### src/rtl/rrss_pkg.sv
`timescale 1ns / 1ps
// ----------------------------------------------------------------------------
// Round-robin slice scheduler package
// Shared codes, widths and state type of the round-robin slice scheduler.
// ----------------------------------------------------------------------------
package rrss_pkg;

    localparam int DEFAULT_MAX_PROCESSES = 16;

    localparam int ID_W      = 16;
    localparam int TIME_W    = 16;
    localparam int ELAPSED_W = 24;
    localparam int PADDR_W   = 3;

    localparam logic [ELAPSED_W-1:0] ELAPSED_MAX = {ELAPSED_W{1'b1}};
    localparam logic [TIME_W-1:0]    SLICE_RESET = 16'd4;

    localparam logic [PADDR_W-1:0] CFG_ADDR_SLICE = 3'd0;

    localparam logic [1:0] FUNC_CLEAR  = 2'd0;
    localparam logic [1:0] FUNC_APPEND = 2'd1;
    localparam logic [1:0] FUNC_STEP   = 2'd2;

    localparam logic [1:0] STATUS_GRANT    = 2'd0;
    localparam logic [1:0] STATUS_ALL_DONE = 2'd1;
    localparam logic [1:0] STATUS_NONE     = 2'd2;

    typedef enum logic [2:0] {
        S_IDLE,
        S_READ,
        S_CHECK,
        S_GRANT,
        S_RESULT
    } t_state;

endpackage

### src/rtl/round_robin_slice_scheduler.sv
`timescale 1ns / 1ps
// Clear and append requests are taken in the idle state and the block stays ready for the next request.
// A step request visits the table entries through one read port, in S_READ and S_CHECK per entry.
// A granted step then passes through S_GRANT to S_RESULT, and a step that finds nothing pending
// goes straight to S_RESULT; S_RESULT loads the result register once it is free.
// The input is free again once the result register is loaded; a stalled result holds it off.
// Reset is synchronous and active low: the table is emptied and time_slice returns to 4.
// ----------------------------------------------------------------------------
// Round-robin slice scheduler
// Keeps a table of processes and hands out time slices to them in turn,
// with a small sequencer scanning the table one entry at a time.
// ----------------------------------------------------------------------------
module round_robin_slice_scheduler #(
    parameter int MAX_PROCESSES = rrss_pkg::DEFAULT_MAX_PROCESSES
) (
    input  logic                         i_clk,
    input  logic                         i_rst_n,
    input  logic                         s_axis_tvalid,
    output logic                         s_axis_tready,
    input  logic [31:0]                  s_axis_tdata,  // process_id, burst_time
    input  logic [1:0]                   s_axis_tuser,  // func
    output logic                         m_axis_tvalid,
    input  logic                         m_axis_tready,
    output logic [55:0]                  m_axis_tdata,  // served_id, remaining_after,
                                                        // elapsed_time
    output logic [1:0]                   m_axis_tuser,  // status
    input  logic                         psel,
    input  logic                         penable,
    input  logic                         pwrite,
    input  logic [rrss_pkg::PADDR_W-1:0] paddr,
    input  logic [31:0]                  pwdata,
    output logic [31:0]                  prdata,
    output logic                         pready
);

    localparam int IDX_W = $clog2(MAX_PROCESSES);
    localparam int CNT_W = $clog2(MAX_PROCESSES + 1);
    localparam logic [CNT_W-1:0] CNT_MAX = CNT_W'(MAX_PROCESSES);

    rrss_pkg::t_state r_state, n_state;

    logic [rrss_pkg::ID_W-1:0]   mem_id  [MAX_PROCESSES];
    logic [rrss_pkg::TIME_W-1:0] mem_rem [MAX_PROCESSES];

    logic [rrss_pkg::TIME_W-1:0]    r_slice;
    logic [CNT_W-1:0]               r_count, n_count;
    logic [CNT_W-1:0]               r_fin, n_fin;
    logic [IDX_W-1:0]               r_next_pos, n_next_pos;
    logic [rrss_pkg::ELAPSED_W-1:0] r_elapsed, n_elapsed;
    logic [IDX_W-1:0]               r_pos, n_pos;
    logic [CNT_W-1:0]               r_scan, n_scan;
    logic [rrss_pkg::ID_W-1:0]      r_rd_id;
    logic [rrss_pkg::TIME_W-1:0]    r_rd_rem;
    logic                           r_found, n_found;
    logic [rrss_pkg::ID_W-1:0]      r_res_id, n_res_id;
    logic [rrss_pkg::TIME_W-1:0]    r_res_rem, n_res_rem;

    logic                           r_out_valid, n_out_valid;
    logic [1:0]                     r_out_status, n_out_status;
    logic [rrss_pkg::ID_W-1:0]      r_out_id, n_out_id;
    logic [rrss_pkg::TIME_W-1:0]    r_out_rem, n_out_rem;
    logic [rrss_pkg::ELAPSED_W-1:0] r_out_elapsed, n_out_elapsed;

    logic                           w_rem_en, w_id_en;
    logic [IDX_W-1:0]               w_addr;
    logic [rrss_pkg::TIME_W-1:0]    w_rem;

    logic [rrss_pkg::TIME_W-1:0]    grant;
    logic [rrss_pkg::TIME_W-1:0]    new_rem;
    logic [rrss_pkg::ELAPSED_W:0]   elapsed_sum;
    logic [CNT_W-1:0]               pos_inc;
    logic                           out_free;
    logic                           cfg_wr;

    assign pready   = 1'b1;
    assign cfg_wr   = psel && penable && pwrite && (paddr == rrss_pkg::CFG_ADDR_SLICE);
    assign prdata   = (paddr == rrss_pkg::CFG_ADDR_SLICE) ? {16'd0, r_slice} : 32'd0;

    assign s_axis_tready = (r_state == rrss_pkg::S_IDLE);
    assign m_axis_tvalid = r_out_valid;
    assign m_axis_tuser  = r_out_status;
    assign m_axis_tdata  = {r_out_elapsed, r_out_rem, r_out_id};

    assign grant       = (r_slice < r_rd_rem) ? r_slice : r_rd_rem;
    assign new_rem     = r_rd_rem - grant;
    assign elapsed_sum = {1'b0, r_elapsed} + (rrss_pkg::ELAPSED_W + 1)'(grant);
    assign pos_inc     = CNT_W'(r_pos) + CNT_W'(1);
    assign out_free    = !r_out_valid || m_axis_tready;

    always_ff @(posedge i_clk) begin
        if (!i_rst_n) begin
            r_slice <= rrss_pkg::SLICE_RESET;
        end else if (cfg_wr) begin
            r_slice <= pwdata[rrss_pkg::TIME_W-1:0];
        end
    end

    always_ff @(posedge i_clk) begin
        if (w_rem_en) begin
            mem_rem[w_addr] <= w_rem;
        end
        if (w_id_en) begin
            mem_id[w_addr] <= s_axis_tdata[rrss_pkg::ID_W-1:0];
        end
        if (r_state == rrss_pkg::S_READ) begin
            r_rd_rem <= mem_rem[r_pos];
            r_rd_id  <= mem_id[r_pos];
        end
    end

    always_ff @(posedge i_clk) begin
        if (!i_rst_n) begin
            r_state     <= rrss_pkg::S_IDLE;
            r_count     <= '0;
            r_fin       <= '0;
            r_next_pos  <= '0;
            r_elapsed   <= '0;
            r_pos       <= '0;
            r_scan      <= '0;
            r_found     <= 1'b0;
            r_out_valid <= 1'b0;
        end else begin
            r_state     <= n_state;
            r_count     <= n_count;
            r_fin       <= n_fin;
            r_next_pos  <= n_next_pos;
            r_elapsed   <= n_elapsed;
            r_pos       <= n_pos;
            r_scan      <= n_scan;
            r_found     <= n_found;
            r_out_valid <= n_out_valid;
        end
    end

    always_ff @(posedge i_clk) begin
        r_res_id      <= n_res_id;
        r_res_rem     <= n_res_rem;
        r_out_status  <= n_out_status;
        r_out_id      <= n_out_id;
        r_out_rem     <= n_out_rem;
        r_out_elapsed <= n_out_elapsed;
    end

    always_comb begin
        n_state       = r_state;
        n_count       = r_count;
        n_fin         = r_fin;
        n_next_pos    = r_next_pos;
        n_elapsed     = r_elapsed;
        n_pos         = r_pos;
        n_scan        = r_scan;
        n_found       = r_found;
        n_res_id      = r_res_id;
        n_res_rem     = r_res_rem;
        n_out_valid   = r_out_valid && !m_axis_tready;
        n_out_status  = r_out_status;
        n_out_id      = r_out_id;
        n_out_rem     = r_out_rem;
        n_out_elapsed = r_out_elapsed;
        w_rem_en      = 1'b0;
        w_id_en       = 1'b0;
        w_addr        = r_pos;
        w_rem         = new_rem;

        unique case (r_state)
            rrss_pkg::S_IDLE: begin
                if (s_axis_tvalid) begin
                    unique case (s_axis_tuser)
                        rrss_pkg::FUNC_CLEAR: begin
                            n_count    = '0;
                            n_fin      = '0;
                            n_next_pos = '0;
                            n_elapsed  = '0;
                        end
                        rrss_pkg::FUNC_APPEND: begin
                            if (r_count < CNT_MAX) begin
                                w_rem_en = 1'b1;
                                w_id_en  = 1'b1;
                                w_addr   = r_count[IDX_W-1:0];
                                w_rem    = s_axis_tdata[31:16];
                                n_count  = r_count + CNT_W'(1);
                                if (s_axis_tdata[31:16] == '0) begin
                                    n_fin = r_fin + CNT_W'(1);
                                end
                            end
                        end
                        rrss_pkg::FUNC_STEP: begin
                            n_scan  = '0;
                            n_found = 1'b0;
                            n_pos   = (CNT_W'(r_next_pos) < r_count) ? r_next_pos : '0;
                            n_state = (r_count == '0) ? rrss_pkg::S_RESULT
                                                      : rrss_pkg::S_READ;
                        end
                        default: begin
                        end
                    endcase
                end
            end
            rrss_pkg::S_READ: begin
                n_state = rrss_pkg::S_CHECK;
            end
            rrss_pkg::S_CHECK: begin
                if (r_rd_rem != '0) begin
                    n_state = rrss_pkg::S_GRANT;
                end else begin
                    n_scan = r_scan + CNT_W'(1);
                    n_pos  = (pos_inc >= r_count) ? '0 : pos_inc[IDX_W-1:0];
                    n_state = (n_scan == r_count) ? rrss_pkg::S_RESULT
                                                  : rrss_pkg::S_READ;
                end
            end
            rrss_pkg::S_GRANT: begin
                w_rem_en   = 1'b1;
                n_found    = 1'b1;
                n_res_id   = r_rd_id;
                n_res_rem  = new_rem;
                n_next_pos = (pos_inc >= r_count) ? '0 : pos_inc[IDX_W-1:0];
                if (grant != '0 && new_rem == '0) begin
                    n_fin = r_fin + CNT_W'(1);
                end
                n_elapsed = elapsed_sum[rrss_pkg::ELAPSED_W]
                          ? rrss_pkg::ELAPSED_MAX
                          : elapsed_sum[rrss_pkg::ELAPSED_W-1:0];
                n_state = rrss_pkg::S_RESULT;
            end
            rrss_pkg::S_RESULT: begin
                if (out_free) begin
                    n_out_valid   = 1'b1;
                    n_out_elapsed = r_elapsed;
                    if (r_found) begin
                        n_out_status = (r_fin >= r_count) ? rrss_pkg::STATUS_ALL_DONE
                                                          : rrss_pkg::STATUS_GRANT;
                        n_out_id     = r_res_id;
                        n_out_rem    = r_res_rem;
                    end else begin
                        n_out_status = rrss_pkg::STATUS_NONE;
                        n_out_id     = '0;
                        n_out_rem    = '0;
                    end
                    n_state = rrss_pkg::S_IDLE;
                end
            end
            default: begin
                n_state = rrss_pkg::S_IDLE;
            end
        endcase
    end

endmodule

### config.mk
export PLATFORM = sky130hd
export DESIGN_NAME = round_robin_slice_scheduler
export DESIGN_NICKNAME = d
export VERILOG_FILES = /design/src/rtl/rrss_pkg.sv /design/src/rtl/round_robin_slice_scheduler.sv
export SDC_FILE = /design/constraint.sdc
export NUM_CORES = 1
export LEC_CHECK = 0
export ABC_AREA = 0
export BUFFER_PORTS_ARGS = -buffer_cell sky130_fd_sc_hd__buf_4
export CORE_MARGIN = 2
export CORE_UTILIZATION = 65
export DETAILED_ROUTE_END_ITERATION = 10
export PLACE_DENSITY = 0.83
export SKIP_CTS_REPAIR_TIMING = 1
export SLEW_MARGIN = 20
export SYNTH_ARGS = -nofsm -noshare
export SYNTH_HDL_FRONTEND = slang
export SYNTH_SLANG_ARGS = --single-unit
### constraint.sdc
create_clock -name i_clk -period 13.7 [get_ports i_clk]
set_input_delay 0.685 -clock i_clk [delete_from_list [all_inputs] [get_ports i_clk]]
set_output_delay 0.685 -clock i_clk [all_outputs]
set_load 0.005 [all_outputs]
**Word level (Yosys, flattened, before mapping)**

Memories as Yosys holds them, arrays and structs flattened. A register that Yosys moved wholly into a read port is not among the register bits.
Cells that the tools add are included.

- $add $sub $neg: 6
- Multiply operators: 0
- Div/mod/pow operators: 0
- Magnitude comparators: 5
- Eq/ne operators: 17
- Shift-type cells: 0
- Muxes and demuxes: 57
- Bitwise gates (word level): 0
- Reductions and logical operators: 26

Operator list:

| kind | count |
|---|---|
| 16-bit 2-to-1 mux | 6 |
| 24-bit 2-to-1 mux | 3 |
| 24-bit case mux with 2 select lines | 1 |
| 4-bit 2-to-1 mux | 11 |
| 5-bit 2-to-1 mux | 8 |
| 5-bit case mux with 2 select lines | 4 |
| 16-bit zero test | 2 |
| 16-bit nonzero test | 2 |
| 24-bit by 16-bit adder with 25-bit output | 1 |
| 3-bit 2-to-1 mux | 6 |
| 16-bit < comparator | 1 |
| 4-bit case mux with 2 select lines | 2 |
| 16-bit subtractor | 1 |
| 5-bit by 1-bit adder with 5-bit output (second input constant) | 3 |
| 3-bit case mux with 5 select lines | 1 |
| 1-bit 2-to-1 mux | 13 |
| 5-bit greater-or-equal comparator | 2 |
| 2-bit inequality test (second input constant) | 5 |
| 3-bit AND reduction | 3 |
| 4-bit AND reduction | 2 |
| 3-bit by 2-bit == test with 1-bit output (second input constant) | 2 |
| 3-bit zero test | 2 |
| 3-bit inequality test (second input constant) | 2 |
| 6-bit AND reduction | 1 |
| 18 further kinds | 27 |

- Register bits after elaboration: 158
- Bits in latches: 0
- Memory bits (writable): 512
- Memory bits (read-only): 0
- Input bits: 76
- Output and inout port bits: 93
- Word-level logic and storage cells: 129
- Memories: 2

Memory list:

| memory | depth | width | read ports | clocked after Yosys merged registers in | write ports | line | source |
|---|---|---|---|---|---|---|---|
| mem_id | 16 | 16 | 1 | 1 | 1 | round_robin_slice_scheduler.sv:42 | `logic [rrss_pkg::ID_W-1:0] mem_id [MAX_PROCESSES];` |
| mem_rem | 16 | 16 | 1 | 1 | 1 | round_robin_slice_scheduler.sv:43 | `logic [rrss_pkg::TIME_W-1:0] mem_rem [MAX_PROCESSES];` |

**Depth between registers and ports, before layout**

- Depth in word-level cells: 7
- Gate-level depth with buffers: 21
- Depth with buffers taken out: 20

**Least setup slack after synthesis**

No wires, ideal clock.

- Path type: input -> register
- Start: input port m_axis_tready
- End: register r_out_status[0], in the netlist m_axis_tuser[0], enable pin
- Setup time: 0.617 ns
- Data arrival time: 6.235 ns
- Data required time: 13.083 ns
- Path slack: 6.848 ns
- Stages: 2
- Path buffers: 0
- Cells stage by stage: nor2b_1 nor4_1

- Cells in the longest elaborated chain, start to end: 2

RTL lines:

| element | line | source |
|---|---|---|
| from (decl) | round_robin_slice_scheduler.sv:23 | `input logic m_axis_tready,` |
| 1-bit logical OR | round_robin_slice_scheduler.sv:88 | `assign out_free = !r_out_valid \|\| m_axis_tready;` |
| 2-bit AND reduction (no line) | - |  |
| to (signal assigned) | round_robin_slice_scheduler.sv:138 | `r_out_status <= n_out_status;` |
| to (decl) | round_robin_slice_scheduler.sv:59 | `logic [1:0] r_out_status, n_out_status;` |

Every way passes these cells.
A chain may end at the register's enable or synchronous reset.

**Worst setup path in the final report**

- Start: register r_rd_rem[7] (netlist bit) (read register of mem_rem)
- End: register r_fin[3]

- Cells in the longest elaborated chain, start to end: 7
- Elaborated cells between the ends (all ways): 8
- Classes of those cells: add/sub (1); order compare (1); eq/ne (1); mux (1); reduce/logical (4)

RTL lines:

| element | line | source |
|---|---|---|
| from (decl) | round_robin_slice_scheduler.sv:53 | `logic [rrss_pkg::TIME_W-1:0] r_rd_rem;` |
| 16-bit < comparator | round_robin_slice_scheduler.sv:84 | `assign grant = (r_slice < r_rd_rem) ? r_slice : r_rd_rem;` |
| 16-bit 2-to-1 mux | round_robin_slice_scheduler.sv:84 |  |
| 16-bit subtractor | round_robin_slice_scheduler.sv:85 | `assign new_rem = r_rd_rem - grant;` |
| 16-bit zero test | round_robin_slice_scheduler.sv:218 | `if (grant != '0 && new_rem == '0) begin` |
| 1-bit logical AND (*) | round_robin_slice_scheduler.sv:218 |  |
| 2-bit inequality test (no line) (*) | - |  |
| 6-bit AND reduction (no line) (*) | - |  |
| to (signal assigned) | round_robin_slice_scheduler.sv:125 | `r_fin <= n_fin;` |
| to (decl) | round_robin_slice_scheduler.sv:47 | `logic [CNT_W-1:0] r_fin, n_fin;` |

Mark *: on every way between the ends. The rest lies on a longest branch, timed or not.

==> reports/metrics.yaml <==
maxCapViolCount: 0
dp_cells: 2450
nets: 2069
grt_usage: 0.313
hold_start: "pwdata[2]"
drive_above_1_share: 0.238
core_area_mm2: 0.0443
wl_um: 71300
crit_arrival_ns: 6.37
finalCritPeriodShare: 0.428
fin_crit_ns: 5.87
cts_buffer_depth: 3
initial_utilization: 0.659
startpoint_type: "flip-flop"
synth.cell_area_mm2: 0.0292
vdd_ir_drop_max_mv: 0.0986
hold_viol: 0
min_to: "r_slice[2]$_SDFFE_PN1P_"
io_pins: 169
r2r_start: "r_rd_rem[7]$_DFFE_PP_"
clk_pin_slew_worst_paths_ns: 0.06
vias: 17200
synth-edff-count: 634
leakage_nw: 11.1
grt_setup_unrepaired: "false"
fin_skew_ns: 0.0289
fin_cells: 2574
ctsHtreeMaxLevel: 3
hp-class: "primary input to flip-flop"
dominantRegCellSynth: "edfxtp_1"
drt_first_iter_violations: 2471
dpl.hpwl_um: 40600
holdWs_ns: 0.323
place_ws_ns: 7.93
grt_pass1_vias: 17300
tritoncts: "built"
clock_latency_ns: 0.62
r2r_setup_slack_ns: 7.83
reg2reg_to: "r_fin[3]$_SDFFE_PN0P_"
relSlewSlack: 0.330
grt_max_degree: 122
clock-sinks: 702
synth-async-reset-ratio: 0
synth-warning-count: 0
critPathKind: "flip-flop to flip-flop"
place_area_mm2: 0.0311
numCtsBuffers: 67
routabilityCongestion: 0.904
clockRootBuffer: "clkbuf_16"
overflow: 0
max_freq_mhz: 170
required_ns: 14.21
worst_hold_path.num_cells: 3
status: "complete, no violations"
firstDrtPassIters: 7
area_growth_pct: 13.9
total_power_mw: 4.38
crit_path_max_fanout: 32
wire_per_inst_um: 27.7
yosys_register_bits: 702
syn_inst: 1746
vias_per_cell: 6.69
syn_area_per_cell_um2: 16.7
tns_ns: 0
port_buffers: 135
fp-row-count: 77
worstMarginPinSlew_ns: 1.00
chipWidth_um: 216
final_core_util: 0.751
ant_nets: 0
drc: 0
r2r_cells: 20
layout_setup_ws_ns: 7.83
powerDensity_mw_per_mm2: 132
grt_first_pass_wirelength_um: 107000
antenna_found_initial: 2
finalInstanceArea_mm2: 0.0333
dieArea_mm2: 0.0467
finalSetupViolCount: 0
ys_seq_area_frac: 0.698
die_h_um: 216
final_max_slew_viol_count: 0
synth_cell_type_count: 70
setup.worst_path.end_class: "flip-flop"
[worst max-delay path by stage]
stage / start / endpoint / slack (ns)
2_1_floorplan: m_axis_tready / m_axis_tuser[0]$_SDFFCE_PN0P_ / 6.85
3_3_place_gp: r_rd_rem[7]$_DFFE_PP_ / r_fin[3]$_SDFFE_PN0P_ / 8.06
3_5_place_dp: r_rd_rem[7]$_DFFE_PP_ / r_fin[3]$_SDFFE_PN0P_ / 7.93
4_1_cts: r_rd_rem[7]$_DFFE_PP_ / r_fin[3]$_SDFFE_PN0P_ / 7.91
5_1_grt: r_rd_rem[5]$_DFFE_PP_ / r_fin[3]$_SDFFE_PN0P_ / 7.33
6_report: r_rd_rem[7]$_DFFE_PP_ / r_fin[3]$_SDFFE_PN0P_ / 7.83
[power breakdown]
group / switching (mW) / internal (mW)
Clock: 0.789 / 1.05
Sequential: 0.00668 / 2.34
Combinational: 0.106 / 0.0789
Total: 0.902 / 3.48
[cells in the mapped netlist (14+ instances only)]
| cell type | number | area, µm² |
|---|---|---|
| nand2b_1 | 14 | 87.6 |
| clkbuf_1 | 58 | 218 |
| nor3_1 | 34 | 170 |
| o21ai_0 | 43 | 215 |
| and2_1 | 51 | 319 |
| a21oi_1 | 81 | 405 |
| ha_1 | 64 | 801 |
| xnor2_1 | 19 | 166 |
| dfxtp_1 | 68 | 1360 |
| mux4_2 | 160 | 3600 |
| a21o_1 | 18 | 135 |
| nand3_1 | 36 | 180 |
| nor2_1 | 93 | 349 |
| nand2_1 | 102 | 383 |
| buf_4 | 17 | 128 |
| inv_1 | 64 | 240 |
| nor4_1 | 18 | 113 |
| edfxtp_1 | 634 | 19000 |
[worst max-delay path: stages (launching register included)]
cell,delay (ns)
edfxtp_1,0.40
inv_1,0.08
ha_1,0.30
nand2_1,0.07
nor3_1,0.20
a21oi_1,0.12
o31ai_1,0.58
nor2_1,0.09
buf_4,0.24
o21ai_0,0.51
inv_1,0.10
ha_1,0.28
nor2b_1,0.14
o2111ai_1,0.36
a41oi_1,0.19
o21ai_0,0.36
nand4b_1,0.18
nor4_1,0.62
nand4_1,0.31
o31a_1,0.34
o41ai_1,0.29
[sequential cells by signal, indices dropped and copies added, names as in the netlist]
name and count:
mem_rem 256, r_fin 5, r_rd_id 16, mem_id 256, r_state 3, r_slice 16
m_axis_tvalid 1, r_out_id 16, r_out_rem 16, r_rd_rem 16, r_res_rem 16, r_next_pos 4
m_axis_tuser 2, r_res_id 16, r_found 1, r_count 5, r_elapsed 24, r_out_elapsed 24
r_scan 5, r_pos 4
[layer usage]
layer / global-route usage / vias to the layer above / wire (µm)
met3: 0.0664 / 229 / 7770
met1: 0.425 / 8577 / 25900
met4: 0.138 / 2 / 3020
met5: 0 / - / 9
li1: - / 7226 / -
met2: 0.500 / 1176 / 34600
[cells in the final DEF (no fill, tap or decap), types with 15 or more instances in the layout]
cell / netlist / layout
buf_4: 17 / 184
o21ai_0: 43 / 43
dfxtp_1: 68 / 63
nor4_1: 18 / 17
clkbuf_16: 0 / 70
edfxtp_1: 634 / 634
clkinv_2: 0 / 15
conb_1: 2 / 17
mux4_2: 160 / 160
nand2_1: 102 / 102
nor3_1: 34 / 29
inv_1: 64 / 64
a21oi_1: 81 / 79
a21o_1: 18 / 18
nor2_1: 93 / 89
and2_1: 51 / 51
nand3_1: 36 / 36
xnor2_1: 19 / 19
ha_1: 64 / 64
[final cells by class]
class                           instances  area [µm²]
Clock inverter                         38         365
Sequential cell                       702       20400
Clock buffer                           84        1800
Multi-Input combinational cell        905        8290
Inverter                               66         248
Fill cell                            2425       11000
Timing Repair Buffer                  185        1400
Antenna cell                            2        5.00
Tap cell                              592         741
[kinds of logic (layout without fill, tap and decap cells)]
| logic type | after synthesis | count (layout) | share of synthesized area |
|---|---|---|---|
| muxes | 162 | 162 | 0.124 |
| and+or+nand+nor | 398 | 398 | 0.0673 |
| DFF | 702 | 702 | 0.698 |
| xor gates and xnor gates | 32 | 32 | 0.00959 |
| AOI/OAI and AO/OA | 230 | 230 | 0.0499 |
| buffers and inverters | 154 | 373 | 0.0220 |
| other | 2 | 19 | 0.000257 |
| adders and majority gates | 66 | 66 | 0.0288 |
Power figures use the tool's default switching activity.
